**config.mk**
```make
export PLATFORM = sky130hd
export DESIGN_NAME = drf_scan_unit
export DESIGN_NICKNAME = d
export VERILOG_FILES = /design/src/hw/rtl/drf_pkg.sv /design/src/hw/rtl/drf_scan_unit.sv
export SDC_FILE = /design/constraint.sdc
export NUM_CORES = 1
export LEC_CHECK = 0
export ABC_CLOCK_PERIOD_IN_PS = 3100
export BUFFER_PORTS_ARGS = -buffer_cell sky130_fd_sc_hd__buf_2
export CAP_MARGIN = 5
export CORE_ASPECT_RATIO = 0.8
export CORE_UTILIZATION = 43
export CTS_CLUSTER_DIAMETER = 60
export DETAILED_ROUTE_END_ITERATION = 12
export GPL_TIMING_DRIVEN = 0
export PLACE_DENSITY = 0.8
export SLEW_MARGIN = 20
export SYNTH_ARGS = -nofsm -noshare
export SYNTH_HDL_FRONTEND = slang
export SYNTH_SLANG_ARGS = --single-unit
```
**constraint.sdc**
```tcl
create_clock -name clk -period 3.1 [get_ports clk]
set_input_delay 0.31 -clock clk [delete_from_list [all_inputs] [get_ports clk]]
set_output_delay 0.31 -clock clk [all_outputs]
set_load 0.005 [all_outputs]
```
**src/hw/rtl/drf_pkg.sv**
```systemverilog
// Shared constants and types for the duplicate request filter.
package drf_pkg;

  localparam int CACHE_ENTRIES_DEF = 128;
  localparam int ID_W   = 32;
  localparam int TIME_W = 32;
  localparam int HOP_W  = 16;
  localparam int SLOT_W = 7;

  // Per-cycle controls from the sequencer to the scan unit
  typedef struct packed {
    logic clear;  // restart accumulation for a new request
    logic en;     // an entry read is valid this cycle
  } scan_ctrl_t;

endpackage

```
**src/hw/rtl/drf_scan_unit.sv**
```systemverilog
// Shared compare unit: folds one cache entry per cycle into match, empty and oldest.
module drf_scan_unit #(
  parameter int CACHE_ENTRIES = drf_pkg::CACHE_ENTRIES_DEF,
  parameter int IDX_W = $clog2(CACHE_ENTRIES)
) (
  input  logic                       clk,
  input  drf_pkg::scan_ctrl_t        ctrl,
  input  logic [drf_pkg::ID_W-1:0]   key,
  input  logic [IDX_W-1:0]           idx,
  input  logic [drf_pkg::ID_W-1:0]   entry_id,
  input  logic [drf_pkg::TIME_W-1:0] entry_time,
  output logic                       match,
  output logic                       have_empty,
  output logic [IDX_W-1:0]           empty_idx,
  output logic [IDX_W-1:0]           oldest_idx
);
  import drf_pkg::*;

  logic [TIME_W-1:0] min_time;
  logic              is_match;
  logic              is_empty;
  logic              is_older;

  // Compare the entry against the key, the empty mark and the running minimum
  assign is_match = (entry_id == key);
  assign is_empty = (entry_id == '0);
  assign is_older = (idx == '0) || (entry_time < min_time);

  // Accumulate over the scan; keep the first empty and the first smallest time
  always_ff @(posedge clk) begin
    if (ctrl.clear) begin
      match      <= 1'b0;
      have_empty <= 1'b0;
    end else if (ctrl.en) begin
      if (is_match) begin
        match <= 1'b1;
      end
      if (is_empty && !have_empty) begin
        have_empty <= 1'b1;
        empty_idx  <= idx;
      end
      if (is_older) begin
        min_time   <= entry_time;
        oldest_idx <= idx;
      end
    end
  end

endmodule
```
# == After elaboration in Yosys (flattened, before gate mapping) ==
# Cells that the tools add are included.
# Widths: inputs -> output; s select.
# op_classes
order_cmp,1
n_reduce_logical,9
bitwise_logic,1
eq_ne,1
# op_table
cell,count
$eq 32x32->1,1
$logic_not 32->1,1
$lt 32x32->1,1
$logic_not 7->1,1
$reduce_and 3->1,2
$reduce_and 2->1,2
$logic_and 1x1->1,1
$logic_not 1->1,1
$logic_or 1x1->1,1
$not 1->1,1
# word_totals
word_cells,17
out_inout_bits,16
input_bits,106
reg_bits,48

# == Logic depth before layout (Yosys ltp) ==
# Gate-level depths: netlist of run 1.
# depth
depth_word,3
ltp_mapped,7
mapped_depth_nobuf,7

# == Worst setup path before layout of run 1 ==
# Ideal clock, no wire load.
# synth_timing
path_type,register to register
from,register min_time[17]
to,"register min_time[0], enable pin"
slack_ns,-0.238
setup_time_ns,0.432
n_path_buf,0
required_ns,2.668
arrival_time_ns,2.906
period_less_slack_ns,3.338
path_stages_with_launch,8
path_cell_list,edfxtp_1 -> inv_1 -> ha_1 -> a21o_1 -> nand3_1 -> a21oi_1 -> o311a_1 -> a211oi_2
# synth_via
elab_chain_len,3
# synth_rtl
element,line,source
start: declaration,drf_scan_unit.sv:19,logic [TIME_W-1:0] min_time;
start signal: assignment,drf_scan_unit.sv:43,min_time <= entry_time;
$lt 32x32->1,drf_scan_unit.sv:27,assign is_older = (idx == '0) || (entry_time < min_time);
$logic_or 1x1->1,drf_scan_unit.sv:27,
$reduce_and 3->1 (no source line),n/a,
# No other way between the ends.
# A chain may end at the register's enable or synchronous reset.

# == Worst setup path after layout of run 1 ==
# layout_timing
from,register min_time[14]
to,"register min_time[8], enable pin"
# The elaborated chain is that of the path after synthesis.

==> reports/metrics.yaml, run 1 <==
synth_area_leaders: "edfxtp_1 (52%), ha_1 (15%), xor2_1 (5.6%)"
crit_chain: "inv_1 > ha_1 > a21oi_1 > nand2_1 > a221oi_1 > o211ai_1 > a211oi_4 > buf_8 > buf_8"
core_mm2: 0.005943
htree_levels: 2
gp_congestion: 0.7760
drt_iter0_markers: 36
critPathMaxFanout: 14
synth.distinct_cells: 27
antenna_found_initial: 0
path_clk_slew_ns: 0.09
clockBufferDepth: 2
grt_pass1_vias: 2210
dp_cells: 422
end_kind: "flop"
cts_tree: "built"
synth_area_per_cell_um2: 12.27
crit_type: "reg2reg"
hold_class: "in2reg"
grt_usage_pct: 20.13
slew_headroom_pct: 51.91
crit_top_cell: "buf_8"
final_cells: 430
post_cts_resized: 0
p_leak_nw: 1.615
finalWirelength_um: 6321
nNetsFinal: 485
tightestPinTransition_ns: 0.7191
timing.fmax_ghz: 0.3526
dr_total_vias: 2088
period_share_pct: 91.48
ios: 122
firstDrtPassIters: 4
post-dp-hpwl_um: 5388
cts.sinks: 48
grt_max_degree: 15
maxSlewViolCount: 0
rsz0062_at_grt: "no"
syn_area_mm2: 0.002674
diodes: 0
synth_top_area_share_pct: 51.66
fin_util_pct: 59.12
path_delay_family: "compound AO/OA/AOI/OAI gates"
worst_ep_arrival_time_ns: 2.83
finalHoldViolCount: 0
status: "finished clean"
cts-hold-fix-buffers: 0
die_x_um: 90.17
fin_skew_ns: 0.01123
die_h_um: 72.53
grt_pass1_wl_um: 10190
synthToLayoutAreaGrowth_pct: 31.40
crit_slowest_cell: "a211oi_4"
drc_errors: 0
hold_depth: 1
rr_worst_depth: 9
synth_top_cell_by_area: "edfxtp_1"
crit_buf_inv: 3
setup_violations: 0
layout-drive-gt1-share_pct: 37.82
ant_nets: 0
port_buffers: 121
synth_nets: 355
drv_cap: 0
yosysSeqAreaShare_pct: 53.16
cts_buffers: 5
clk-insertion-delay-late_ns: 0.29
initial_utilization_pct: 44.99
ys_ff_latch: 48
power_density_mw_per_mm2: 380.8
post_drt_via_cell_ratio: 4.856
cp_slowest_stage_delay_ns: 0.69
cp.required_ns: 3.10
total_power_mw: 1.338
fin_crit_ns: 2.836
synth_edf_count: 46
rows: 25
gr-total-overflow: 0
die_area_mm2: 0.006540
cts-root-buf: "clkbuf_8"
start_kind: "flop"
cp_num_cells: 9
irDropWorstVdd_uv: 351.5
wl_per_cell_um: 14.70
post_cts_buffers: 0
synthArstFlopShare_pct: 0
yosysWarningCount: 0
ys.flop_type: "edfxtp_1"
syn_inst: 218
-- report_power, final --
part / total (mW) / leakage [nW] / internal [mW] / switching (mW)
Combinational: 0.231 / 1.13 / 0.115 / 0.116
Sequential: 0.741 / 0.439 / 0.736 / 0.00526
Clock: 0.366 / 0.0459 / 0.179 / 0.187
-- cell type report --
type / instances / area, um2
Inverter: 32 / 120.1
Clock inverter: 1 / 3.754
Fill cell: 513 / 2430
Sequential cell: 48 / 1421
Multi-Input combinational cell: 138 / 1145
Clock buffer: 7 / 86.33
Timing Repair Buffer: 123 / 635.6
Tap cell: 81 / 101.3
-- stage by stage --
stage               instance area, um2  setup WS [ns]  hold WS, ns  setup TNS, ns
finish                            3513         0.2641       0.2011              0
global placement                  3388        -0.3813       0.4687         -14.73
detailed placement                3423         0.1911       0.4778              0
global route                      3513        0.02124       0.1763              0
CTS                               3513         0.2470       0.1893              0
floorplan                         2681         0.3112       0.4089              0
-- cells in the final DEF (no fill, tap or decap), types with 6 or more instances in the layout --
| master | synthesis | routed |
|---|---|---|
| nand4_1 | 11 | 11 |
| inv_1 | 32 | 32 |
| xnor2_1 | 15 | 15 |
| nor4_1 | 13 | 13 |
| a21oi_1 | 10 | 10 |
| buf_2 | 0 | 121 |
| xor2_1 | 17 | 17 |
| edfxtp_1 | 46 | 46 |
| nand3_1 | 7 | 7 |
| ha_1 | 31 | 31 |
| clkbuf_8 | 0 | 6 |
-- synthesized netlist by cell type, drive strengths merged, types with 2 or more instances --
cell / instances
a21boi: 2
a21o: 4
a21oi: 10
dfxtp: 2
edfxtp: 46
ha: 31
inv: 32
nand2: 5
nand2b: 3
nand3: 7
nand4: 11
nor2: 2
nor3: 6
nor4: 13
o21a: 2
xnor2: 15
xor2: 17
-- final timing paths --
path | end | start | slack, ns
setup / recovery | min_time[8] | min_time[14] | 0.26
hold / removal | min_time[0] | entry_time[0] | 0.20
setup reg to reg | min_time[8] | min_time[14] | 0.26
hold reg to reg | match | match | 0.49
-- sequential cells by signal, summed over array words and instances (netlist names) --
signal and count:
have_empty 1, min_time 32, empty_idx 7, match 1
oldest_idx 7
-- worst reg2reg max path, delay by kind of cell (launching register included) --
kind	cells	cell delay [ns]
buffers and inverters	3	0.51
AND/OR/NAND/NOR	1	0.07
AO/OA/AOI/OAI	4	1.33
flip-flops	1	0.38
adder cells (fa/ha/maj)	1	0.25
-- logic make-up (layout without fill, tap and decap cells) --
kind of cell / Yosys count / count (layout) / share of synthesized area [%]
AND/OR/NAND/NOR: 48 / 48 / 9.968
flip-flops: 48 / 48 / 53.16
adder cells (fa/ha/maj): 31 / 31 / 14.51
XOR/XNOR: 32 / 32 / 10.48
buffers and inverters: 32 / 163 / 4.492
AO/OA/AOI/OAI: 27 / 27 / 7.393
-- metal layers --
metal | up-vias | GRT usage (%) | share of wire [%] | wire length [um]
met1 | 963 | 26.62 | 46 | 2901
met4 | 0 | 5.018 | 1.3 | 85
li1 | 1065 | - | - | -
met3 | 8 | 4.507 | 4.4 | 280
met2 | 52 | 33.93 | 48 | 3054
met5 | - | 0 | 0 | 0
Note: power is estimated with default switching activity, not from simulation.
==> run 2, diff against run 1 <==
PLACE_DENSITY = 0.73   (was 0.8)
==> run 2 against run 1 <==
Clock power increased by 2%. Routed wire length down 1.0%. Via count is 1.2% higher. Critical path depth unchanged. Critical endpoint is now min_time[14]. Largest cell class unchanged. Largest power group unchanged.
==> reports/metrics.yaml, run 2 (synthesized netlist as in run 1, its figures left out) <==
power_density_mw_per_mm2: 381.0
firstDrtPassIters: 4
synthToLayoutAreaGrowth_pct: 31.82
fin_area_mm2: 0.003525
crit_buf_inv: 3
layout_common_cells: "buf_2 (121), edfxtp_1 (46), inv_1 (32)"
hold_class: "in2reg"
final_cells: 431
cts.sinks: 48
finalHoldViolCount: 0
path_clk_slew_ns: 0.08
reg_top3: "min_time (32), empty_idx (7), oldest_idx (7)"
dr_total_vias: 2113
top_register: "min_time"
core_mm2: 0.005943
cts_buffers: 5
antenna_found_initial: 0
grt_pass1_vias: 2093
port_buffers: 121
cp-endpoint: "min_time[14]"
fin_skew_ns: 0.008343
htree_levels: 2
cts_tree: "built"
post_drt_via_cell_ratio: 4.903
start_kind: "flop"
finalWirelength_um: 6257
initial_utilization_pct: 44.99
period_share_pct: 83.48
place_area_mm2: 0.003435
drt_iter0_markers: 67
layout-drive-gt1-share_pct: 38.00
gp_congestion: 0.7520
cts-root-buf: "clkbuf_8"
setup_violations: 0
maxSlewViolCount: 0
ant_nets: 0
tightestPinTransition_ns: 0.7760
die_area_mm2: 0.006540
timing.fmax_ghz: 0.3864
diodes: 0
status: "finished clean"
reg2reg_from: "min_time[14]"
grt_max_degree: 14
cp.required_ns: 3.10
rr_worst_depth: 9
rsz0062_at_grt: "no"
critPathMaxFanout: 13
clk-insertion-delay-late_ns: 0.29
irDropWorstVdd_uv: 246.4
cp-startpoint: "min_time[14]"
post_cts_resized: 0
worst_ep_arrival_time_ns: 2.59
dp_cells: 423
die_x_um: 90.17
fin_crit_ns: 2.588
rrSetupSlack_ns: 0.51
gr-total-overflow: 0
path_delay_family: "compound AO/OA/AOI/OAI gates"
grt_pass1_wl_um: 9694
nNetsFinal: 486
die_h_um: 72.53
final_common_cell: "buf_2"
dp_slack_ns: 0.4205
slew_headroom_pct: 47.99
cts-hold-fix-buffers: 0
grt_usage_pct: 19.49
crit_chain: "inv_1 > ha_1 > nand4_1 > nor3_1 > a221oi_1 > o211ai_1 > a211oi_4 > buf_6 > buf_8"
p_leak_nw: 1.621
end_kind: "flop"
drv_cap: 0
whs_ns: 0.1983
wl_per_cell_um: 14.52
cp_num_cells: 9
crit_slowest_cell: "a211oi_4"
clockBufferDepth: 2
r2r_end: "min_time[14]"
crit_type: "reg2reg"
ios: 122
post-dp-hpwl_um: 5335
largest_reg_flops: 32
drc_errors: 0
post_cts_buffers: 0
setup_slack_ns: 0.5121
rows: 25
cp_slowest_stage_delay_ns: 0.51
-- run 2: cell types whose count changed in the layout (fill, tap and decap cells not counted) --
cell	delta
clkbuf_1	+1
clkinv_1	-1
buf_6	+1
-- run 2: worst min-delay path by stage --
stage / end / cells after the start / slack (ns) / start
final: min_time[0] / 1 / 0.20 / entry_time[0]
after global routing: min_time[0] / 1 / 0.18 / entry_time[0]
after CTS: min_time[0] / 1 / 0.19 / entry_time[0]
after detailed placement: match / 1 / 0.46 / match
after global placement: match / 1 / 0.46 / match
after floorplan: empty_idx[0] / 0 / 0.41 / idx[0]
-- run 2: per-stage QoR --
| stage | utilization, % | setup TNS [ns] | power [mW] |
|---|---|---|---|
| floorplan | - | 0 | 0.8606 |
| global placement | 57.01 | -16.69 | 0.9716 |
| detailed placement | 57.79 | 0 | 0.9854 |
| CTS | 59.31 | 0 | 1.362 |
| global route | 59.31 | 0 | 1.418 |
| finish | 59.31 | 0 | 1.343 |
-- run 2: cell type report --
type                    instances  area, um2
flip-flops and latches         48       1421
multi-input cells             138       1145
clock buffers                   8      90.09
repair buffers                124      646.9
fillers                       535       2419
inverters                      32      120.1
well taps                      81      101.3
-- run 2: worst register-to-register path: stages, from the launching register on --
cell      delay, ns
edfxtp_1       0.37
inv_1          0.06
ha_1           0.25
nand4_1        0.11
nor3_1         0.07
a221oi_1       0.30
o211ai_1       0.22
a211oi_4       0.51
buf_6          0.23
buf_8          0.17
-- run 2: metal layers --
metal / track usage, % / part of all wire [%] / vias to the layer above
met5: 0 / 0 / -
met4: 5.376 / 1.0 / 0
met3: 3.878 / 3.8 / 6
met2: 31.21 / 47 / 46
met1: 27.21 / 49 / 986
li1: - / - / 1075
-- run 2: power breakdown --
group / switching, mW / internal [mW]
combinational: 0.115 / 0.116
clock: 0.191 / 0.182
sequential: 0.00484 / 0.735
==> run 3, diff against run 2 <==
ABC_CLOCK_PERIOD_IN_PS = 2640   (was 3100)
CORE_UTILIZATION = 47   (was 43)
PLACE_DENSITY = 0.76   (was 0.73)
clock period = 2.64 ns   (was 3.1 ns; I/O delays follow)
==> run 3 against run 2 <==
Hold slack lost 0.053 ns. Highest routed layer unchanged. Via count grew 2.4%. Clock skew shrank 0.0013 ns. Largest power group unchanged. Total power grew 32%. Non-clock buffer count grew 2. Sequential power grew 17%. Clock power grew 70%. Sequential share of layout area shrank 0.59 points. Critical path type unchanged.
==> reports/metrics.yaml, run 3 (synthesized netlist as in run 1, its figures left out) <==
fin_util_pct: 65.45
reg2reg_from: "min_time[22]"
diodes: 0
layout_common_cells: "buf_2 (121), edfxtp_1 (46), inv_1 (32)"
grt_pass1_wl_um: 9356
whs_ns: 0.1449
p_leak_nw: 1.656
tightestPinTransition_ns: 1.074
path_clk_slew_ns: 0.09
period_share_pct: 85.11
firstDrtPassIters: 4
crit_type: "reg2reg"
antenna_found_initial: 0
cts_buffers: 5
wl_met3_um: 275
cp_slowest_stage_delay_ns: 0.39
path_delay_family: "compound AO/OA/AOI/OAI gates"
layout-drive-gt1-share_pct: 38.92
end_kind: "flop"
timing.fmax_ghz: 0.4450
gp_congestion: 0.8300
fin_skew_ns: 0.007048
slew_headroom_pct: 27.87
dr_total_vias: 2164
clk-insertion-delay-late_ns: 0.31
port_buffers: 121
reg_top3: "min_time (32), empty_idx (7), oldest_idx (7)"
htree_levels: 2
cts.sinks: 48
start_kind: "flop"
crit_chain: "inv_1 > ha_1 > a21oi_1 > a21boi_0 > o311a_1 > a211oi_4 > buf_4 > buf_6"
post-dp-hpwl_um: 4879
hold_class: "in2reg"
cp-startpoint: "min_time[22]"
post_drt_via_cell_ratio: 5.033
largest_reg_flops: 32
drv_cap: 0
grt_usage_pct: 20.30
top_layer: "met4"
grt_max_degree: 17
rsz0062_at_grt: "no"
gr-total-overflow: 0
worst_ep_arrival_time_ns: 2.26
dr_wl_met2_um: 2734
finalHoldViolCount: 0
maxSlewViolCount: 0
fin_tns_setup_ns: 0
finalWirelength_um: 5863
cts_tree: "built"
crit_buf_inv: 3
power_density_mw_per_mm2: 496.8
fin_area_mm2: 0.003577
ios: 122
clockBufferDepth: 2
wl_per_cell_um: 13.63
synthToLayoutAreaGrowth_pct: 33.79
final_common_cell: "buf_2"
irDropWorstVdd_uv: 310.0
grt_pass1_vias: 2088
rows: 24
die_x_um: 86.33
hp-start: "entry_time[17]"
status: "finished clean"
drc_errors: 0
top_register: "min_time"
met1_length_um: 2735
drt_iter0_markers: 84
crit_slowest_cell: "o311a_1"
initial_utilization_pct: 48.92
fin_crit_ns: 2.247
critPathMaxFanout: 16
final_cells: 430
dp_cells: 419
place_area_mm2: 0.003417
core_mm2: 0.005465
cp.required_ns: 2.65
cts-hold-fix-buffers: 0
post_cts_resized: 0
cts-root-buf: "clkbuf_8"
setup_violations: 0
nNetsFinal: 488
ant_nets: 0
die_area_mm2: 0.005996
die_h_um: 69.46
==> run 3: cell count changes in the layout (fill, tap and decap cells not counted), sizes merged <==
| cell | delta |
|---|---|
| bufinv | +2 |
| inv | +1 |
| clkbuf | -3 |
| buf | +2 |
==> run 3: timing repair <==
item,in CTS,in global routing
setup buffers,0,3
endpoints found under the setup margin,0,30
endpoints found under the hold margin,0,0
==> run 3: power by group <==
part	leakage, nW	internal [mW]	switching, mW
registers	0.439	0.863	0.00566
clock network	0.0687	0.381	0.254
logic	1.15	0.138	0.135
==> run 3: cell type report <==
cell class	count	area [um2]
fill	478	1888
sequential	48	1421
multi-input combinational	138	1146
timing repair buffer	126	654.4
inverter	32	120.1
tap	78	97.59
clock buffer	5	68.82
clock inverter	3	68.82
==> run 3: final timing paths <==
check / depth (start not counted) / slack [ns] / to
worst max-delay path: 8 / 0.39 / oldest_idx[4]
worst min-delay path: 1 / 0.14 / min_time[17]
worst max register to register: 8 / 0.39 / oldest_idx[4]
worst min register to register: 1 / 0.52 / have_empty
==> run 3: routing by layer <==
metal	vias up	global-route usage (%)
li1	1071	-
met1	1015	27.86
met2	64	32.45
met3	14	4.167
met4	0	6.111
met5	-	0
==> run 3: per-stage QoR <==
step,setup slack [ns],power (mW)
6_report,0.3930,1.777
5_1_grt,0.2662,1.851
4_1_cts,0.07209,1.785
3_5_place_dp,0.04734,1.154
3_3_place_gp,-0.6809,1.142
2_1_floorplan,-0.1002,1.012
==> run 3: worst reg2reg max path, cell delays in order (launching register included) <==
cell      delay, ns
edfxtp_1       0.36
inv_1          0.06
ha_1           0.25
a21oi_1        0.18
a21boi_0       0.12
o311a_1        0.39
a211oi_4       0.21
buf_4          0.18
buf_6          0.19
